<file path="src/rtl/i2cw_pkg.sv">
`timescale 1ns / 1ps

package i2cw_pkg;

	// configuration port
	localparam int CFG_INDEX_W = 2;
	localparam int CFG_DATA_W  = 16;

	localparam logic [CFG_INDEX_W-1:0] REG_DEVICE_ADDRESS = 2'd0;
	localparam logic [CFG_INDEX_W-1:0] REG_PHASE_TICKS    = 2'd1;
	localparam logic [CFG_INDEX_W-1:0] REG_ACK_TIMEOUT    = 2'd2;

	localparam logic [7:0]  DEVICE_ADDRESS_RST = 8'd120;
	localparam logic [15:0] PHASE_TICKS_RST    = 16'd2;
	localparam logic [7:0]  ACK_TIMEOUT_RST    = 8'd250;

	localparam int TIMER_WIDTH_DEF = 16;

	// control byte sent after the address
	localparam logic [7:0] CTRL_COMMAND = 8'h00;
	localparam logic [7:0] CTRL_DATA    = 8'h40;

	// header step: which byte is on the bus; the next acknowledge advances from it
	localparam logic [1:0] HDR_ADDR = 2'd0;
	localparam logic [1:0] HDR_CTRL = 2'd1;
	localparam logic [1:0] HDR_DATA = 2'd2;

endpackage

</file>
<file path="src/rtl/i2cw_tick_if.sv">
`timescale 1ns / 1ps

interface i2cw_tick_if ();
	logic       valid;
	logic       ready;
	logic       req_valid;
	logic       mode;
	logic [7:0] payload;
	logic       opens;
	logic       closes;
	logic       sda_in;

	modport source (output valid, req_valid, mode, payload, opens, closes, sda_in,
		input ready);
	modport sink (input valid, req_valid, mode, payload, opens, closes, sda_in,
		output ready);
endinterface

</file>
<file path="src/rtl/i2cw_result_if.sv">
`timescale 1ns / 1ps

interface i2cw_result_if ();
	logic valid;
	logic ready;
	logic scl_out;
	logic sda_out;
	logic req_accept;
	logic idle;
	logic byte_done;
	logic ack_fail;

	modport source (output valid, scl_out, sda_out, req_accept, idle, byte_done, ack_fail,
		input ready);
	modport sink (input valid, scl_out, sda_out, req_accept, idle, byte_done, ack_fail,
		output ready);
endinterface

</file>
<file path="src/rtl/i2cw_cfg_if.sv">
`timescale 1ns / 1ps

interface i2cw_cfg_if import i2cw_pkg::*; ();
	logic                   valid;
	logic                   ready;
	logic [CFG_INDEX_W-1:0] index;
	logic [CFG_DATA_W-1:0]  data;

	modport source (output valid, index, data, input ready);
	modport sink (input valid, index, data, output ready);
endinterface

</file>
<file path="src/rtl/i2c_master_write_engine.sv">
`timescale 1ns / 1ps
// channel   dir   contents
// tick      in    req_valid, mode, payload, opens, closes, sda_in (one bus tick)
// result    out   scl_out, sda_out, req_accept, idle, byte_done, ack_fail
// cfg       in    index, data: device_address, phase_ticks, ack_timeout
//
// One tick is taken per clock; the bus sequencer updates in the same cycle and
// its result lands in the output register, visible in the cycle after acceptance.
// tick.ready drops only while the output register is full and result stalls;
// a waiting result holds the next tick for as long as it is not taken.
// Reset puts the bus released in idle with all counters cleared; cfg is always ready.

module i2c_master_write_engine import i2cw_pkg::*; #(
	parameter int TIMER_WIDTH = TIMER_WIDTH_DEF
) (
	input logic          clk,
	input logic          arst_n,
	i2cw_tick_if.sink    tick,
	i2cw_result_if.source result,
	i2cw_cfg_if.sink     cfg
);

	localparam logic [3:0] PH_IDLE = 4'd0;
	localparam logic [3:0] PH_STA1 = 4'd1;
	localparam logic [3:0] PH_STA2 = 4'd2;
	localparam logic [3:0] PH_BLO  = 4'd3;
	localparam logic [3:0] PH_BHI  = 4'd4;
	localparam logic [3:0] PH_ALO  = 4'd5;
	localparam logic [3:0] PH_AHI  = 4'd6;
	localparam logic [3:0] PH_HOLD = 4'd7;
	localparam logic [3:0] PH_STO1 = 4'd8;
	localparam logic [3:0] PH_STO2 = 4'd9;
	localparam logic [3:0] PH_STO3 = 4'd10;

	// configuration
	logic [7:0]  dev_addr_q;
	logic [15:0] phase_ticks_q;
	logic [7:0]  ack_timeout_q;

	// sequencer state
	logic [3:0]             phase_q, phase_nx;
	logic [1:0]             hdr_q, hdr_nx;
	logic [3:0]             bit_cnt_q, bit_cnt_nx;
	logic [7:0]             shift_q, shift_nx;
	logic [7:0]             held_payload_q, held_payload_nx;
	logic                   held_mode_q, held_mode_nx;
	logic                   held_closes_q, held_closes_nx;
	logic [TIMER_WIDTH-1:0] timer_q, timer_nx;
	logic [7:0]             ack_wait_q, ack_wait_nx;

	// result register
	logic res_valid_q;
	logic scl_q, sda_q, acc_q, idle_q, done_q, fail_q;

	logic scl_c, sda_c, acc_c, done_c, fail_c;
	logic tick_acc;

	logic [TIMER_WIDTH-1:0] period_raw, period;
	logic [TIMER_WIDTH:0]   timer_inc;
	logic                   half_end;
	logic [3:0]             bit_cnt_inc;

	assign cfg.ready  = 1'b1;
	assign tick.ready = !res_valid_q || result.ready;
	assign tick_acc   = tick.valid && tick.ready;

	assign period_raw  = TIMER_WIDTH'(phase_ticks_q);
	assign period      = (period_raw == '0) ? TIMER_WIDTH'(1) : period_raw;
	assign timer_inc   = {1'b0, timer_q} + (TIMER_WIDTH+1)'(1);
	assign half_end    = timer_inc >= {1'b0, period};
	assign bit_cnt_inc = bit_cnt_q + 4'd1;

	always_ff @(posedge clk or negedge arst_n) begin
		if (!arst_n) begin
			dev_addr_q    <= DEVICE_ADDRESS_RST;
			phase_ticks_q <= PHASE_TICKS_RST;
			ack_timeout_q <= ACK_TIMEOUT_RST;
		end else if (cfg.valid) begin
			case (cfg.index)
				REG_DEVICE_ADDRESS: dev_addr_q    <= cfg.data[7:0];
				REG_PHASE_TICKS:    phase_ticks_q <= cfg.data[15:0];
				REG_ACK_TIMEOUT:    ack_timeout_q <= cfg.data[7:0];
				default: ;
			endcase
		end
	end

	// line drive follows the phase held at the start of the tick
	always_comb begin
		scl_c = 1'b1;
		sda_c = 1'b1;
		case (phase_q)
			PH_STA2: sda_c = 1'b0;
			PH_BLO: begin
				scl_c = 1'b0;
				sda_c = shift_q[7];
			end
			PH_BHI:  sda_c = shift_q[7];
			PH_ALO:  scl_c = 1'b0;
			PH_HOLD: scl_c = 1'b0;
			PH_STO1: begin
				scl_c = 1'b0;
				sda_c = 1'b0;
			end
			PH_STO2: sda_c = 1'b0;
			default: ;
		endcase
	end

	always_comb begin
		phase_nx        = phase_q;
		hdr_nx          = hdr_q;
		bit_cnt_nx      = bit_cnt_q;
		shift_nx        = shift_q;
		held_payload_nx = held_payload_q;
		held_mode_nx    = held_mode_q;
		held_closes_nx  = held_closes_q;
		timer_nx        = timer_q;
		ack_wait_nx     = ack_wait_q;
		acc_c           = 1'b0;
		done_c          = 1'b0;
		fail_c          = 1'b0;

		case (phase_q)
			PH_IDLE: begin
				if (tick.req_valid && tick.opens) begin
					acc_c           = 1'b1;
					held_payload_nx = tick.payload;
					held_mode_nx    = tick.mode;
					held_closes_nx  = tick.closes;
					hdr_nx          = HDR_ADDR;
					phase_nx        = PH_STA1;
					timer_nx        = '0;
					bit_cnt_nx      = '0;
				end
			end
			PH_HOLD: begin
				if (tick.req_valid) begin
					acc_c           = 1'b1;
					held_payload_nx = tick.payload;
					held_mode_nx    = tick.mode;
					held_closes_nx  = tick.closes;
					timer_nx        = '0;
					bit_cnt_nx      = '0;
					if (tick.opens) begin
						hdr_nx   = HDR_ADDR;
						phase_nx = PH_STA1;
					end else begin
						shift_nx = tick.payload;
						hdr_nx   = HDR_DATA;
						phase_nx = PH_BLO;
					end
				end
			end
			// start, stop: two half periods, bit counter marks the second
			PH_STA1, PH_STA2, PH_STO1, PH_STO2, PH_STO3: begin
				timer_nx = half_end ? '0 : timer_inc[TIMER_WIDTH-1:0];
				if (half_end) begin
					if (bit_cnt_q == 4'd0) begin
						bit_cnt_nx = 4'd1;
					end else begin
						bit_cnt_nx = '0;
						case (phase_q)
							PH_STA1: phase_nx = PH_STA2;
							PH_STA2: begin
								shift_nx = dev_addr_q;
								phase_nx = PH_BLO;
							end
							PH_STO1: phase_nx = PH_STO2;
							PH_STO2: phase_nx = PH_STO3;
							default: begin
								phase_nx = PH_IDLE;
								hdr_nx   = HDR_ADDR;
							end
						endcase
					end
				end
			end
			PH_BLO: begin
				timer_nx = half_end ? '0 : timer_inc[TIMER_WIDTH-1:0];
				if (half_end) begin
					phase_nx = PH_BHI;
				end
			end
			PH_BHI: begin
				timer_nx = half_end ? '0 : timer_inc[TIMER_WIDTH-1:0];
				if (half_end) begin
					shift_nx = {shift_q[6:0], 1'b0};
					if (bit_cnt_inc >= 4'd8) begin
						phase_nx   = PH_ALO;
						bit_cnt_nx = '0;
					end else begin
						phase_nx   = PH_BLO;
						bit_cnt_nx = bit_cnt_inc;
					end
				end
			end
			PH_ALO: begin
				timer_nx = half_end ? '0 : timer_inc[TIMER_WIDTH-1:0];
				if (half_end) begin
					ack_wait_nx = '0;
					phase_nx    = PH_AHI;
					bit_cnt_nx  = '0;
				end
			end
			PH_AHI: begin
				if (!tick.sda_in) begin
					timer_nx   = '0;
					bit_cnt_nx = '0;
					case (hdr_q)
						HDR_ADDR: begin
							shift_nx = held_mode_q ? CTRL_DATA : CTRL_COMMAND;
							hdr_nx   = HDR_CTRL;
							phase_nx = PH_BLO;
						end
						HDR_CTRL: begin
							shift_nx = held_payload_q;
							hdr_nx   = HDR_DATA;
							phase_nx = PH_BLO;
						end
						default: begin
							done_c   = 1'b1;
							phase_nx = held_closes_q ? PH_STO1 : PH_HOLD;
						end
					endcase
				end else if (ack_wait_q >= ack_timeout_q) begin
					// timed out: stop the bus and drop the transaction
					fail_c     = 1'b1;
					phase_nx   = PH_STO1;
					timer_nx   = '0;
					bit_cnt_nx = '0;
				end else begin
					ack_wait_nx = ack_wait_q + 8'd1;
				end
			end
			default: begin
				phase_nx   = PH_IDLE;
				hdr_nx     = HDR_ADDR;
				timer_nx   = '0;
				bit_cnt_nx = '0;
			end
		endcase
	end

	always_ff @(posedge clk or negedge arst_n) begin
		if (!arst_n) begin
			phase_q        <= PH_IDLE;
			hdr_q          <= HDR_ADDR;
			bit_cnt_q      <= '0;
			shift_q        <= '0;
			held_payload_q <= '0;
			held_mode_q    <= 1'b0;
			held_closes_q  <= 1'b0;
			timer_q        <= '0;
			ack_wait_q     <= '0;
		end else if (tick_acc) begin
			phase_q        <= phase_nx;
			hdr_q          <= hdr_nx;
			bit_cnt_q      <= bit_cnt_nx;
			shift_q        <= shift_nx;
			held_payload_q <= held_payload_nx;
			held_mode_q    <= held_mode_nx;
			held_closes_q  <= held_closes_nx;
			timer_q        <= timer_nx;
			ack_wait_q     <= ack_wait_nx;
		end
	end

	always_ff @(posedge clk or negedge arst_n) begin
		if (!arst_n) begin
			res_valid_q <= 1'b0;
		end else if (tick_acc) begin
			res_valid_q <= 1'b1;
		end else if (result.ready) begin
			res_valid_q <= 1'b0;
		end
	end

	always_ff @(posedge clk) begin
		if (tick_acc) begin
			scl_q  <= scl_c;
			sda_q  <= sda_c;
			acc_q  <= acc_c;
			idle_q <= (phase_q == PH_IDLE);
			done_q <= done_c;
			fail_q <= fail_c;
		end
	end

	assign result.valid      = res_valid_q;
	assign result.scl_out    = scl_q;
	assign result.sda_out    = sda_q;
	assign result.req_accept = acc_q;
	assign result.idle       = idle_q;
	assign result.byte_done  = done_q;
	assign result.ack_fail   = fail_q;

endmodule

</file>
<file path="src/flat_wrapper.sv">
// flat-port wrapper written by rule: the top's interface ports become plain ports
module i2c_master_write_engine_flat import i2cw_pkg::*;
#(
	parameter int TIMER_WIDTH = TIMER_WIDTH_DEF
)
  (clk, arst_n, tick_valid, tick_req_valid, tick_mode, tick_payload, tick_opens, tick_closes, tick_sda_in, tick_ready, result_valid, result_scl_out, result_sda_out, result_req_accept, result_idle, result_byte_done, result_ack_fail, result_ready, cfg_valid, cfg_index, cfg_data, cfg_ready);
  i2cw_tick_if tick_i ();
  i2cw_result_if result_i ();
  i2cw_cfg_if cfg_i ();
  input logic clk;
  input logic arst_n;
  input wire logic [$bits(tick_i.valid)-1:0] tick_valid;
  input wire logic [$bits(tick_i.req_valid)-1:0] tick_req_valid;
  input wire logic [$bits(tick_i.mode)-1:0] tick_mode;
  input wire logic [$bits(tick_i.payload)-1:0] tick_payload;
  input wire logic [$bits(tick_i.opens)-1:0] tick_opens;
  input wire logic [$bits(tick_i.closes)-1:0] tick_closes;
  input wire logic [$bits(tick_i.sda_in)-1:0] tick_sda_in;
  output wire logic [$bits(tick_i.ready)-1:0] tick_ready;
  output wire logic [$bits(result_i.valid)-1:0] result_valid;
  output wire logic [$bits(result_i.scl_out)-1:0] result_scl_out;
  output wire logic [$bits(result_i.sda_out)-1:0] result_sda_out;
  output wire logic [$bits(result_i.req_accept)-1:0] result_req_accept;
  output wire logic [$bits(result_i.idle)-1:0] result_idle;
  output wire logic [$bits(result_i.byte_done)-1:0] result_byte_done;
  output wire logic [$bits(result_i.ack_fail)-1:0] result_ack_fail;
  input wire logic [$bits(result_i.ready)-1:0] result_ready;
  input wire logic [$bits(cfg_i.valid)-1:0] cfg_valid;
  input wire logic [$bits(cfg_i.index)-1:0] cfg_index;
  input wire logic [$bits(cfg_i.data)-1:0] cfg_data;
  output wire logic [$bits(cfg_i.ready)-1:0] cfg_ready;
  assign tick_i.valid = tick_valid;
  assign tick_i.req_valid = tick_req_valid;
  assign tick_i.mode = tick_mode;
  assign tick_i.payload = tick_payload;
  assign tick_i.opens = tick_opens;
  assign tick_i.closes = tick_closes;
  assign tick_i.sda_in = tick_sda_in;
  assign tick_ready = tick_i.ready;
  assign result_valid = result_i.valid;
  assign result_scl_out = result_i.scl_out;
  assign result_sda_out = result_i.sda_out;
  assign result_req_accept = result_i.req_accept;
  assign result_idle = result_i.idle;
  assign result_byte_done = result_i.byte_done;
  assign result_ack_fail = result_i.ack_fail;
  assign result_i.ready = result_ready;
  assign cfg_i.valid = cfg_valid;
  assign cfg_i.index = cfg_index;
  assign cfg_i.data = cfg_data;
  assign cfg_ready = cfg_i.ready;
  i2c_master_write_engine #(.TIMER_WIDTH(TIMER_WIDTH)) u_core (.clk(clk), .arst_n(arst_n), .tick(tick_i), .result(result_i), .cfg(cfg_i));
endmodule
</file>
<file path="config.mk">
export PLATFORM = sky130hd
export DESIGN_NAME = i2c_master_write_engine_flat
export DESIGN_NICKNAME = d
export VERILOG_FILES = /design/src/rtl/i2cw_pkg.sv /design/src/rtl/i2cw_tick_if.sv /design/src/rtl/i2cw_result_if.sv /design/src/rtl/i2cw_cfg_if.sv /design/src/rtl/i2c_master_write_engine.sv /design/src/flat_wrapper.sv
export SDC_FILE = /design/constraint.sdc
export NUM_CORES = 1
export LEC_CHECK = 0
export BUFFER_PORTS_ARGS = -buffer_cell sky130_fd_sc_hd__buf_2
export CAP_MARGIN = 20
export CORE_ASPECT_RATIO = 0.9
export CORE_MARGIN = 5
export CORE_UTILIZATION = 30
export CTS_BUF_LIST = sky130_fd_sc_hd__clkbuf_16
export CTS_CLUSTER_DIAMETER = 80
export CTS_CLUSTER_SIZE = 28
export DETAILED_ROUTE_END_ITERATION = 10
export GPL_TIMING_DRIVEN = 0
export SETUP_SLACK_MARGIN = 0.2
export SLEW_MARGIN = 20
export SYNTH_ARGS = -nofsm -noshare
export SYNTH_HDL_FRONTEND = slang
export SYNTH_SLANG_ARGS = --single-unit
</file>
<file path="constraint.sdc">
create_clock -name clk -period 5.1 [get_ports clk]
set_clock_uncertainty 0.1 [all_clocks]
set_input_delay 0.255 -clock clk [delete_from_list [all_inputs] [get_ports clk]]
set_output_delay 0.255 -clock clk [all_outputs]
set_load 0.1 [all_outputs]
</file>
== Word level (Yosys, flattened, before mapping) ==
Index checks and enable logic that the tools add are counted.
Operators by class
  add/sub/neg operators: 3
  magnitude comparators: 3
  equality and inequality tests: 28
  mux-type cells: 73
  bitwise logic cells: 3
  reduce and logical (&&, ||, !) cells: 33
Operators by type and width (number)
  16-bit 2-to-1 mux: 6
  8-bit 2-to-1 mux: 12
  4-bit 2-to-1 mux: 19
  16-bit one-hot mux with 4 select lines: 1
  4-bit one-hot mux with 7 select lines: 2
  8-bit one-hot mux with 2 select lines: 3
  8-bit one-hot mux with 4 select lines: 1
  9-bit AND reduction: 2
  16-bit by 1-bit adder with 17-bit output, second input constant: 1
  17-bit by 16-bit >= comparator with 1-bit output: 1
  4-bit by 3-bit == test with 1-bit output, second input constant: 4
  16-bit logical NOT: 1
  2-bit 2-to-1 mux: 8
  4-bit one-hot mux with 4 select lines: 1
  2-bit != test, second input constant: 7
  4-bit == test, second input constant: 3
  1-bit 2-to-1 mux: 12
  2-bit by 1-bit != test with 1-bit output, second input constant: 6
  2-bit one-hot mux with 5 select lines: 1
  10-bit AND reduction: 1
  8-bit by 1-bit adder with 8-bit output, second input constant: 1
  4-bit by 2-bit == test with 1-bit output, second input constant: 2
  8-bit >= comparator: 1
  4-bit logical NOT: 2
  27 further kinds: 45
Word-level totals
  bits in registers: 91
  output and inout port bits: 9
  word-level logic and storage cells: 162

== Depth between registers and ports, before layout ==
Gate-level depths: netlist (run 1).
  word-level depth: 6
  mapped depth: 15

== Worst setup path after synthesis (run 1) ==
Ideal clock, no wire load.
  kind: register to register
  start point: register u_core.timer_q[0]
  end point: register u_core.bit_cnt_q[0]
  arrival: 3.277 ns
  required time: 4.872 ns
  setup slack: 1.595 ns
  stages on the path, launching flop included: 15
  clock period less this slack: 3.505 ns
  cells stage by stage: dfrtp_1 > ha_1 > and3_2 > nand3_2 > inv_1 > and3_1 > xor2_1 > ha_1 > a211oi_1 > nor2_1 > o31ai_1 > o311ai_4 > o221ai_1 > a21o_1 > mux2_1
On the way
  cells in the longest elaborated chain, start to end: 4
  elaborated cells between the ends (all ways): 6
  those cells by class: add/sub (1); order compare (1); eq/ne (3); reduce/logical (1)
RTL lines
  from (decl): line i2c_master_write_engine.sv:48  | logic [TIMER_WIDTH-1:0] timer_q, timer_nx;
  from (signal assigned): line i2c_master_write_engine.sv:264  | timer_q <= timer_nx;
  16-bit by 1-bit adder with 17-bit output (*): line i2c_master_write_engine.sv:69  | assign timer_inc = {1'b0, timer_q} + (TIMER_WIDTH+1)'(1);
  17-bit by 16-bit >= comparator with 1-bit output (*): line i2c_master_write_engine.sv:70  | assign half_end = timer_inc >= {1'b0, period};
  2-bit by 1-bit != test with 1-bit output (no line)
  8-bit AND reduction (no line) (*)
  to (signal assigned): line i2c_master_write_engine.sv:259  | bit_cnt_q <= bit_cnt_nx;
  to (decl): line i2c_master_write_engine.sv:43  | logic [3:0] bit_cnt_q, bit_cnt_nx;
Every way passes the cells marked *; elsewhere a longest branch is shown, timed or not.
A chain may end at the register's enable or synchronous reset.

== Worst setup path in the final report (run 1) ==
  start point: register u_core.timer_q[0]
  end point: register u_core.timer_q[3]
On the way
  cells in the longest elaborated chain, start to end: 4
RTL lines
  16-bit by 1-bit adder with 17-bit output (*): line i2c_master_write_engine.sv:69
  17-bit by 16-bit >= comparator with 1-bit output: line i2c_master_write_engine.sv:70
  16-bit 2-to-1 mux (*)
  16-bit one-hot mux with 4 select lines (*): line i2c_master_write_engine.sv:124  | case (phase_q)
Marks and branches as above.

==> results of run 1 <==
sequential cells by signal, summed over array words and instances, names as in the netlist, 2 cells and up:
name and count:
u_core.period_raw 16, u_core.dev_addr_q 8, u_core.shift_q 8, u_core.held_payload_q 8, u_core.phase_q 4, u_core.hdr_q 2
u_core.ack_wait_q 8, u_core.bit_cnt_q 4, u_core.timer_q 16, u_core.ack_timeout_q 8
worst paths after layout:
check / end / slack (ns) / depth (start not counted)
worst max-delay path: u_core.timer_q[3]$_DFFE_PN0P_ / 0.92 / 15
min in group asynchronous: u_core.timer_q[12]$_DFFE_PN0P_ / 0.37 / 2
max in group asynchronous: u_core.dev_addr_q[3]$_DFFE_PN1P_ / 3.84 / 3
worst min register to register: u_core.ack_timeout_q[0]$_DFFE_PN0P_ / 0.41 / 1
worst min-delay path: u_core.held_closes_q$_DFFE_PN0P_ / 0.02 / 3
worst max register to register: u_core.timer_q[3]$_DFFE_PN0P_ / 0.92 / 15
through the flow:
step / total power, uW / hold WS, ns / instances / area, um^2 / utilization
2_1_floorplan: 1880 / -0.141 / 509 / 5190 / -
4_1_cts: 2850 / 0.000535 / 805 / 6020 / 0.355
3_5_place_dp: 2180 / 0.182 / 788 / 5720 / 0.338
5_1_grt: 3030 / 0.0125 / 805 / 6020 / 0.355
6_report: 2820 / 0.0171 / 805 / 6020 / 0.355
3_3_place_gp: 2140 / 0.363 / 787 / 5700 / 0.336
area by class of cell:
| type | count | area share |
|---|---|---|
| multi-input cells | 363 | 0.441 |
| flip-flops and latches | 91 | 0.385 |
| well taps | 235 | 0.0488 |
| repair buffers | 45 | 0.0411 |
| clock buffers | 9 | 0.0374 |
| inverters | 38 | 0.0237 |
| plain buffers | 17 | 0.0121 |
| clock inverters | 7 | 0.0102 |
cells in the mapped netlist (4+ instances only):
| master | number |
|---|---|
| and3_1 | 11 |
| a222oi_1 | 7 |
| nor2_1 | 15 |
| nor2b_1 | 6 |
| a21oi_1 | 19 |
| nand3_1 | 26 |
| o2bb2ai_1 | 4 |
| clkbuf_1 | 12 |
| o21ai_0 | 19 |
| a31oi_1 | 5 |
| nor4_1 | 4 |
| ha_1 | 28 |
| dfstp_2 | 11 |
| nand2_1 | 59 |
| inv_1 | 37 |
| edfxtp_1 | 6 |
| xnor2_1 | 8 |
| nand4_1 | 5 |
| xor2_1 | 9 |
| nand2b_1 | 12 |
| mux2_2 | 51 |
| dfrtp_1 | 74 |
| nor3_1 | 12 |
| mux2i_1 | 7 |
| a211oi_1 | 6 |
timing repair:
action / CTS / global route
endpoints found under the hold margin: 39 / 0
hold buffers: 1 / 0
resized for setup: 0 / 0
report_power, final:
group	switching, uW	internal [uW]	total, uW
Sequential	134	924	1060
Clock	275	375	650
Combinational	689	427	1120
Total	1100	1730	2820
logic make-up (layout without fill, tap and decap cells):
logic type	after synthesis	count (layout)	synth area share
xor+xnor	17	17	0.0287
flops	91	91	0.447
buf+inv	55	116	0.0415
mux	59	59	0.126
other cells	1	1	0.000723
fa+ha+maj	29	29	0.0695
compound gates	88	88	0.120
simple gates	169	169	0.165
layer usage:
metal / vias up / track usage / routed length, um
li1: 1946 / - / -
met1: 1961 / 0.165 / 5390
met2: 83 / 0.208 / 5920
met3: 15 / 0.0208 / 414
met4: 0 / 0.0503 / 224
met5: - / 0 / 0
tightest hold or removal path, cell delays in order:
cell	delay [ns]
buf_2	0.07
nand2_1	0.03
o21ai_0	0.06
==> impl_metrics.py, run 1 <==
metrics = {
    "worst_setup_path": {
        "cpMaxStageDelayCell": "dfrtp_1",
        "path_buf_inv": 2,
        "cp.required_ns": 5.28,
        "worstSetupPathType": "reg -> reg",
        "critPathTopFamily": "simple AND/OR/NAND/NOR gates",
        "slowest_delay_ns": 0.43,
        "critPathCaptureType": "flip-flop",
        "startpoint": "u_core.timer_q[0]$_DFFE_PN0P_",
        "r2r-start": "u_core.timer_q[0]$_DFFE_PN0P_",
        "worst-path-max-fanout": 10,
        "start_kind": "flip-flop",
        "critical_path_arrival_ns": 4.36,
        "cpMostUsedCell": "ha_1",
        "cp_cell_sequence": "ha_1 > and3_2 > nand3_2 > inv_1 > and3_1 > xor2_1 > ha_1 > a211oi_1 > nor2_1 > o31ai_1 > o311ai_4 > nor2_2 > clkbuf_1 > nand3_1 > nand2_1",
    },
    "finish": {
        "layout_common_cells": "dfrtp_1 (74), nand2_1 (59), mux2_2 (51), buf_2 (43), inv_1 (38)",
        "drive_above_1_share": 0.233,
        "insertedDiodeCount": 0,
        "fillCellCount": 1699,
        "nets": 629,
        "final_common_cell": "dfrtp_1",
        "syn2layout_area_growth_pct": 16.1,
        "regArea_mm2": 0.00232,
        "multi_input_area_mm2": 0.00266,
    },
    "synth": {
        "syn-num-nets": 573,
        "yosys.area.top_type": "dfrtp_1",
        "ys_types": 64,
        "avgSynthCellArea_um2": 10.2,
        "netlist_instances": 509,
        "synthTopCellsByArea": "dfrtp_1 (36%), mux2_2 (11%), ha_1 (6.8%)",
        "synthFlopType": "dfrtp_1",
        "synth_top_area_frac": 0.357,
        "syn_area_mm2": 0.00519,
        "yosysWarnings": 0,
        "ys_seq_area_frac": 0.447,
        "synth.ff_latch_count": 91,
        "synthArstFlopShare": 0.934,
        "synth_edf_count": 6,
    },
    "clocking": {
        "post-cts-setup-buffers": 0,
        "root_buffer": "clkbuf_16",
        "clk_latency_ns": 0.34,
        "h-tree-depth": 3,
        "cts.sinks": 91,
        "cts_tree": "built",
        "cts_buffers": 9,
        "clk_pin_slew_ns": 0.07,
        "cts.path.max_buffers": 2,
    },
    "grt": {
        "grt_pass1_wl_mm": 20.5,
        "grt_pass1_vias": 4075,
        "grt.overflow.total": 0,
        "antenna_found_initial": 0,
        "grt_max_degree": 45,
        "track_usage": 0.126,
    },
    "routing": {
        "dr.pass1.iters": 6,
        "antenna_left": 0,
        "via_per_inst": 4.98,
        "wire_per_inst_um": 14.8,
        "drcViolationCount": 0,
        "totalWireLength_mm": 12.0,
        "drt-initial-drc-count": 282,
        "vias": 4005,
    },
    "floorplanning": {
        "die_y_um": 135,
        "die_area_mm2": 0.0200,
        "boundaryPins": 45,
        "coreArea_mm2": 0.0169,
        "initial_core_util": 0.306,
        "die_w_um": 149,
        "core.rowCount": 45,
    },
    "sta": {
        "timing.final.ws_setup_ns": 0.916,
        "drv_slew": 0,
        "finalHoldViolCount": 0,
        "fmax_ghz": 0.239,
        "worst-slew-pin-transition_ns": 0.668,
        "fin_tns_setup_ns": 0,
        "setup_viol": 0,
        "min_period_ns": 4.18,
        "slew_headroom": 0.551,
        "fin_crit_sh": 0.820,
        "rsz0062_at_grt": "no",
    },
    "worst_hold_path": {
        "min_path_type": "in -> reg",
        "min_from": "tick_closes",
    },
    "pwr": {
        "power.density_mw_per_mm2": 469,
        "p_leak_uw": 0.00280,
        "peakVddDrop_mv": 0.222,
    },
    "run": {
        "drv_cap": 0,
    },
    "placement": {
        "dp_hpwl_mm": 9.33,
        "place.gp.congestion": 0.843,
        "io_buffers": 43,
        "place_ws_ns": 0.947,
    },
    "status": {
        "outcome": "finished, final reports clean",
    },
}
(Power assumes the default switching activity.)
==> run 2, diff against run 1 <==
clock period = 3.35 ns   (was 5.1 ns; I/O delays follow)
==> run 2 against run 1 <==
Against the previous run:
- the flow now finishes with violations (negative setup slack)
- largest cell class unchanged
- global-route usage increased by 0.35 points
- via count increased by 6.1%
- non-clock buffer count increased by 46
- hold slack got worse by 0.0016 ns
- critical path depth decreased by 2
- clock power increased by 48%
- design area increased by 14%
- sequential power increased by 53%
==> impl_metrics.py, run 2 (synthesized netlist as in run 1, its figures left out) <==
metrics = {
    "status": {
        "outcome": "finished with violations",
        "failed_checks": "negative setup slack",
    },
    "finish": {
        "layout_common_cells": "dfrtp_1 (70), nand2_1 (56), buf_2 (43), mux2_2 (41), inv_1 (36)",
        "syn2layout_area_growth_pct": 32.8,
        "regArea_mm2": 0.00233,
        "fin_area_mm2": 0.00689,
        "final_common_cell": "dfrtp_1",
        "nets": 675,
        "drive_above_1_share": 0.351,
        "insertedDiodeCount": 0,
        "multi_input_area_mm2": 0.00305,
        "fillCellCount": 1635,
    },
    "routing": {
        "totalWireLength_mm": 13.2,
        "via_per_inst": 4.99,
        "dr.pass1.iters": 6,
        "wl_met2_mm": 6.56,
        "drcViolationCount": 0,
        "drt-initial-drc-count": 280,
        "wire_per_inst_um": 15.5,
        "routed.top_layer": "met4",
        "met3WireLength_um": 427,
        "antenna_left": 0,
        "vias": 4250,
        "wl_met1_mm": 5.84,
    },
    "grt": {
        "grt.overflow.total": 0,
        "grt_pass1_vias": 4312,
        "grt_max_degree": 49,
        "track_usage": 0.129,
        "antenna_found_initial": 0,
        "grt_pass1_wl_mm": 21.1,
    },
    "clocking": {
        "cts.path.max_buffers": 2,
        "cts.sinks": 91,
        "h-tree-depth": 3,
        "clk_latency_ns": 0.35,
        "cts_tree": "built",
        "root_buffer": "clkbuf_16",
        "clk_pin_slew_ns": 0.07,
        "cts_buffers": 9,
    },
    "sta": {
        "timing.final.ws_setup_ns": -0.142,
        "rsz0062_at_grt": "yes",
        "fmax_ghz": 0.286,
        "drv_slew": 0,
        "slew_headroom": 0.463,
        "setup_viol": 17,
        "worst-slew-pin-transition_ns": 0.806,
        "fin_crit_sh": 1.04,
        "finalHoldViolCount": 0,
        "fin_tns_setup_ns": -1.07,
        "min_period_ns": 3.49,
    },
    "worst_setup_path": {
        "start_kind": "flip-flop",
        "slowest_delay_ns": 0.54,
        "worst-path-max-fanout": 7,
        "cp_cell_sequence": "ha_4 > and3_4 > nand3_4 > inv_4 > and3_4 > xor2_4 > ha_4 > nand4_1 > buf_4 > o311ai_4 > nor2b_1 > or3_4 > mux2_4",
        "worstSetupPathType": "reg -> reg",
        "critPathCaptureType": "flip-flop",
        "cp.required_ns": 3.48,
        "cpMaxStageDelayCell": "o311ai_4",
        "critical_path_arrival_ns": 3.62,
    },
    "pwr": {
        "power.density_mw_per_mm2": 705,
        "peakVddDrop_mv": 0.316,
        "p_leak_uw": 0.00308,
        "power.total_uw": 4860,
    },
    "placement": {
        "place_ws_ns": -0.554,
        "place_area_mm2": 0.00579,
        "dp_hpwl_mm": 9.23,
        "io_buffers": 43,
        "place.gp.congestion": 0.895,
    },
    "floorplanning": {
        "core.rowCount": 45,
        "initial_core_util": 0.306,
        "die_area_mm2": 0.0200,
        "coreArea_mm2": 0.0169,
        "boundaryPins": 45,
        "die_y_um": 135,
        "die_w_um": 149,
    },
    "run": {
        "drv_cap": 0,
    },
    "worst_hold_path": {
        "min_path_type": "in -> reg",
    },
}
==> run 2: cell count changes in the layout (fill, tap and decap cells not counted), sizes merged <==
cell and change:
clkbuf -1, buf +24, dlygate4sd3 +23, clkinv -1, clkinvlp +1, bufinv -1
inv +1
==> run 2: final cells by class <==
cell class	instances	share of cell area
multi-input combinational	363	0.443
sequential	91	0.338
timing repair buffer	91	0.102
tap	235	0.0427
clock buffer	9	0.0327
inverter	38	0.0211
buffer	17	0.0138
clock inverter	7	0.00745
==> run 2: path summary, 6_finish.rpt <==
path	start	endpoint	slack, ns	cells past startpoint
min in group asynchronous	arst_n	u_core.shift_q[2]$_DFFE_PN0P_	0.28	2
max reg2reg	u_core.timer_q[0]$_DFFE_PN0P_	u_core.hdr_q[0]$_DFFE_PN0P_	-0.14	13
max in group asynchronous	arst_n	u_core.ack_timeout_q[7]$_DFFE_PN1P_	2.15	3
max	u_core.timer_q[0]$_DFFE_PN0P_	u_core.hdr_q[0]$_DFFE_PN0P_	-0.14	13
min	cfg_data[0]	u_core.dev_addr_q[0]$_DFFE_PN0P_	0.02	2
min reg2reg	u_core.held_payload_q[6]$_DFFE_PN0P_	u_core.held_payload_q[6]$_DFFE_PN0P_	0.41	1
==> run 2: power by group <==
| part | total [uW] | switching [uW] | internal (uW) |
|---|---|---|---|
| Clock | 961 | 454 | 507 |
| Combinational | 2270 | 1270 | 1010 |
| Sequential | 1620 | 216 | 1410 |
| Total | 4860 | 1940 | 2920 |
==> run 2: metrics by stage <==
stage                      util  std cells  hold slack [ns]
after floorplan               -        509           -0.228
after global placement    0.340        787            0.272
after detailed placement  0.342        788            0.138
after CTS                 0.387        844          0.00616
after global routing      0.406        851           0.0172
final                     0.406        851           0.0155
==> run 2: timing repair <==
action,in CTS,in global routing
hold buffers,24,0
endpoints found under the hold margin,66,0
endpoints found under the setup margin,42,42
resized for setup,34,52
pin swaps,18,28
setup buffers,16,6
cloned,0,1
==> run 2: critical path, delay by kind of cell, from the launching register on <==
kind	cells	cell delay [ns]
and+or+nand+nor	6	1.09
AOI/OAI and AO/OA	1	0.54
adders and majority gates	2	0.45
DFF	1	0.45
muxes	1	0.30
buffers and inverters	2	0.24
xor gates and xnor gates	1	0.19
==> run 2: metal layers <==
layer	vias to the layer above	GRT usage
met5	-	0
met4	0	0.0518
met3	26	0.0205
met2	81	0.220
met1	2109	0.164
li1	2034	-
==> run 3, diff against run 2 <==
REMOVE_ABC_BUFFERS = 1   (was default)
clock period = 4.2 ns   (was 3.35 ns; I/O delays follow)
==> run 3 against run 2 <==
Against the previous run:
- critical endpoint is now u_core.timer_q[11]$_DFFE_PN0P_
- combinational power down 41%
- hold slack worse by 0.0061 ns
- count of clock-buffer cells in the layout up 1
- non-clock buffer count down 46
- global-route usage down 0.42 points
- routed wire length down 6.5%
- the flow now finishes without violations
- fmax down 7.7%
- register-to-register slack better by 0.56 ns
- die area unchanged
==> impl_metrics.py, run 3 (synthesized netlist as in run 1, its figures left out) <==
metrics = {
    "floorplanning": {
        "initial_core_util": 0.306,
        "boundaryPins": 45,
        "die_y_um": 135,
        "die_area_mm2": 0.0200,
        "coreArea_mm2": 0.0169,
        "die_w_um": 149,
        "core.rowCount": 45,
    },
    "placement": {
        "io_buffers": 43,
        "place_ws_ns": -0.124,
        "dp.cells": 773,
        "place.gp.congestion": 0.832,
        "dp_hpwl_mm": 9.02,
    },
    "pwr": {
        "switchingPower_uw": 1420,
        "pwr-share-comb": 0.380,
        "power.total_uw": 3560,
        "p_leak_uw": 0.00286,
        "p_sw_frac": 0.399,
        "peakVddDrop_mv": 0.225,
        "intPower_uw": 2140,
        "power.density_mw_per_mm2": 575,
        "power_frac_seq": 0.384,
        "power_frac_clock": 0.236,
    },
    "grt": {
        "grt_max_degree": 47,
        "grt.overflow.total": 0,
        "grt_pass1_vias": 3988,
        "grt_pass1_wl_mm": 20.3,
        "antenna_found_initial": 0,
        "track_usage": 0.125,
    },
    "finish": {
        "final_common_cell": "dfrtp_1",
        "nets": 629,
        "drive_above_1_share": 0.260,
        "insertedDiodeCount": 0,
        "layout_common_cells": "dfrtp_1 (73), nand2_1 (59), mux2_2 (51), buf_2 (42), inv_1 (37)",
        "fillCellCount": 1694,
        "syn2layout_area_growth_pct": 19.4,
        "fin_cells": 805,
    },
    "sta": {
        "worst-slew-pin-transition_ns": 0.890,
        "slew_headroom": 0.405,
        "min_period_ns": 3.78,
        "timing.final.ws_setup_ns": 0.416,
        "finalHoldViolCount": 0,
        "fmax_ghz": 0.264,
        "fin_crit_sh": 0.901,
        "setup_viol": 0,
        "drv_slew": 0,
        "rsz0062_at_grt": "no",
    },
    "routing": {
        "wire_per_inst_um": 15.3,
        "drcViolationCount": 0,
        "totalWireLength_mm": 12.3,
        "drt-initial-drc-count": 283,
        "vias": 4030,
        "via_per_inst": 5.01,
        "dr.pass1.iters": 5,
        "antenna_left": 0,
    },
    "run": {
        "drv_cap": 0,
    },
    "status": {
        "outcome": "finished, final reports clean",
    },
    "worst_setup_path": {
        "worst-path-max-fanout": 7,
        "reg2reg_slack_ns": 0.42,
        "critical_path_arrival_ns": 3.96,
        "critPathCaptureType": "flip-flop",
        "worstSetupPathType": "reg -> reg",
        "cp.required_ns": 4.38,
        "start_kind": "flip-flop",
    },
    "clocking": {
        "clk_pin_slew_ns": 0.07,
        "cts_buffers": 9,
        "root_buffer": "clkbuf_16",
        "clk_latency_ns": 0.35,
        "cts.sinks": 91,
        "cts_tree": "built",
        "cts.path.max_buffers": 2,
        "h-tree-depth": 3,
    },
    "worst_hold_path": {
        "min_path_type": "in -> reg",
    },
}
[run 3: path summary, 6_finish.rpt]
path | startpoint | end | depth (start not counted)
min | tick_payload[6] | u_core.held_payload_q[6]$_DFFE_PN0P_ | 2
max | u_core.timer_q[0]$_DFFE_PN0P_ | u_core.timer_q[11]$_DFFE_PN0P_ | 14
max in group asynchronous | arst_n | u_core.ack_timeout_q[6]$_DFFE_PN1P_ | 3
min in group asynchronous | arst_n | u_core.period_raw[9]$_DFFE_PN0P_ | 2
min reg2reg | u_core.held_payload_q[0]$_DFFE_PN0P_ | u_core.held_payload_q[0]$_DFFE_PN0P_ | 1
max reg2reg | u_core.timer_q[0]$_DFFE_PN0P_ | u_core.timer_q[11]$_DFFE_PN0P_ | 14
[run 3: final cells by class]
class / count / area [um^2] / share of cell area
flip-flops and latches: 91 / 2320 / 0.375
inverters: 38 / 143 / 0.0230
well taps: 235 / 294 / 0.0475
clock buffers: 10 / 250 / 0.0404
repair buffers: 62 / 408 / 0.0658
multi-input cells: 363 / 2710 / 0.438
clock inverters: 6 / 65.1 / 0.0105
[run 3: worst max-delay path, cell delays in order, from the launching register on]
cell      delay [ns]
dfrtp_2         0.42
ha_2            0.23
and3_4          0.23
nand3_2         0.12
inv_1           0.15
and3_1          0.18
xor2_1          0.20
ha_1            0.27
a211oi_1        0.24
nor2_1          0.12
o31ai_2         0.33
o311ai_4        0.25
or2_2           0.44
or3_1           0.32
mux2i_1         0.12
[run 3: metal layers]
metal	vias up	wire [um]	global-route usage
met5	-	0	0
met2	110	5530	0.187
li1	1941	-	-
met4	0	164	0.0364
met1	1962	6000	0.182
met3	17	595	0.0275
[run 3: through the flow]
| stage | TNS, ns | area [um^2] | util | hold WS [ns] |
|---|---|---|---|---|
| finish | 0 | 6200 | 0.366 | 0.00944 |
| CTS | 0 | 6140 | 0.362 | 0.00140 |
| detailed placement | -0.309 | 5680 | 0.335 | 0.128 |
| global route | 0 | 6200 | 0.366 | 0.00632 |
| floorplan | 0 | 5110 | - | -0.186 |
| global placement | -0.203 | 5620 | 0.332 | 0.318 |
[run 3: power by group through the flow]
stage	clock network, uW	logic (uW)	registers (uW)
detailed placement	0	1260	1370
CTS	862	1300	1360
global placement	0	1210	1350
finish	842	1350	1370
floorplan	0	872	1380
global route	901	1490	1400
[run 3: what timing repair did]
item	in CTS	in global routing
pin swaps	1	5
setup endpoints to repair	21	38
hold buffers	11	0
gates resized for setup	3	6
buffers inserted	2	3
hold endpoints to repair	43	0
gates cloned	0	0
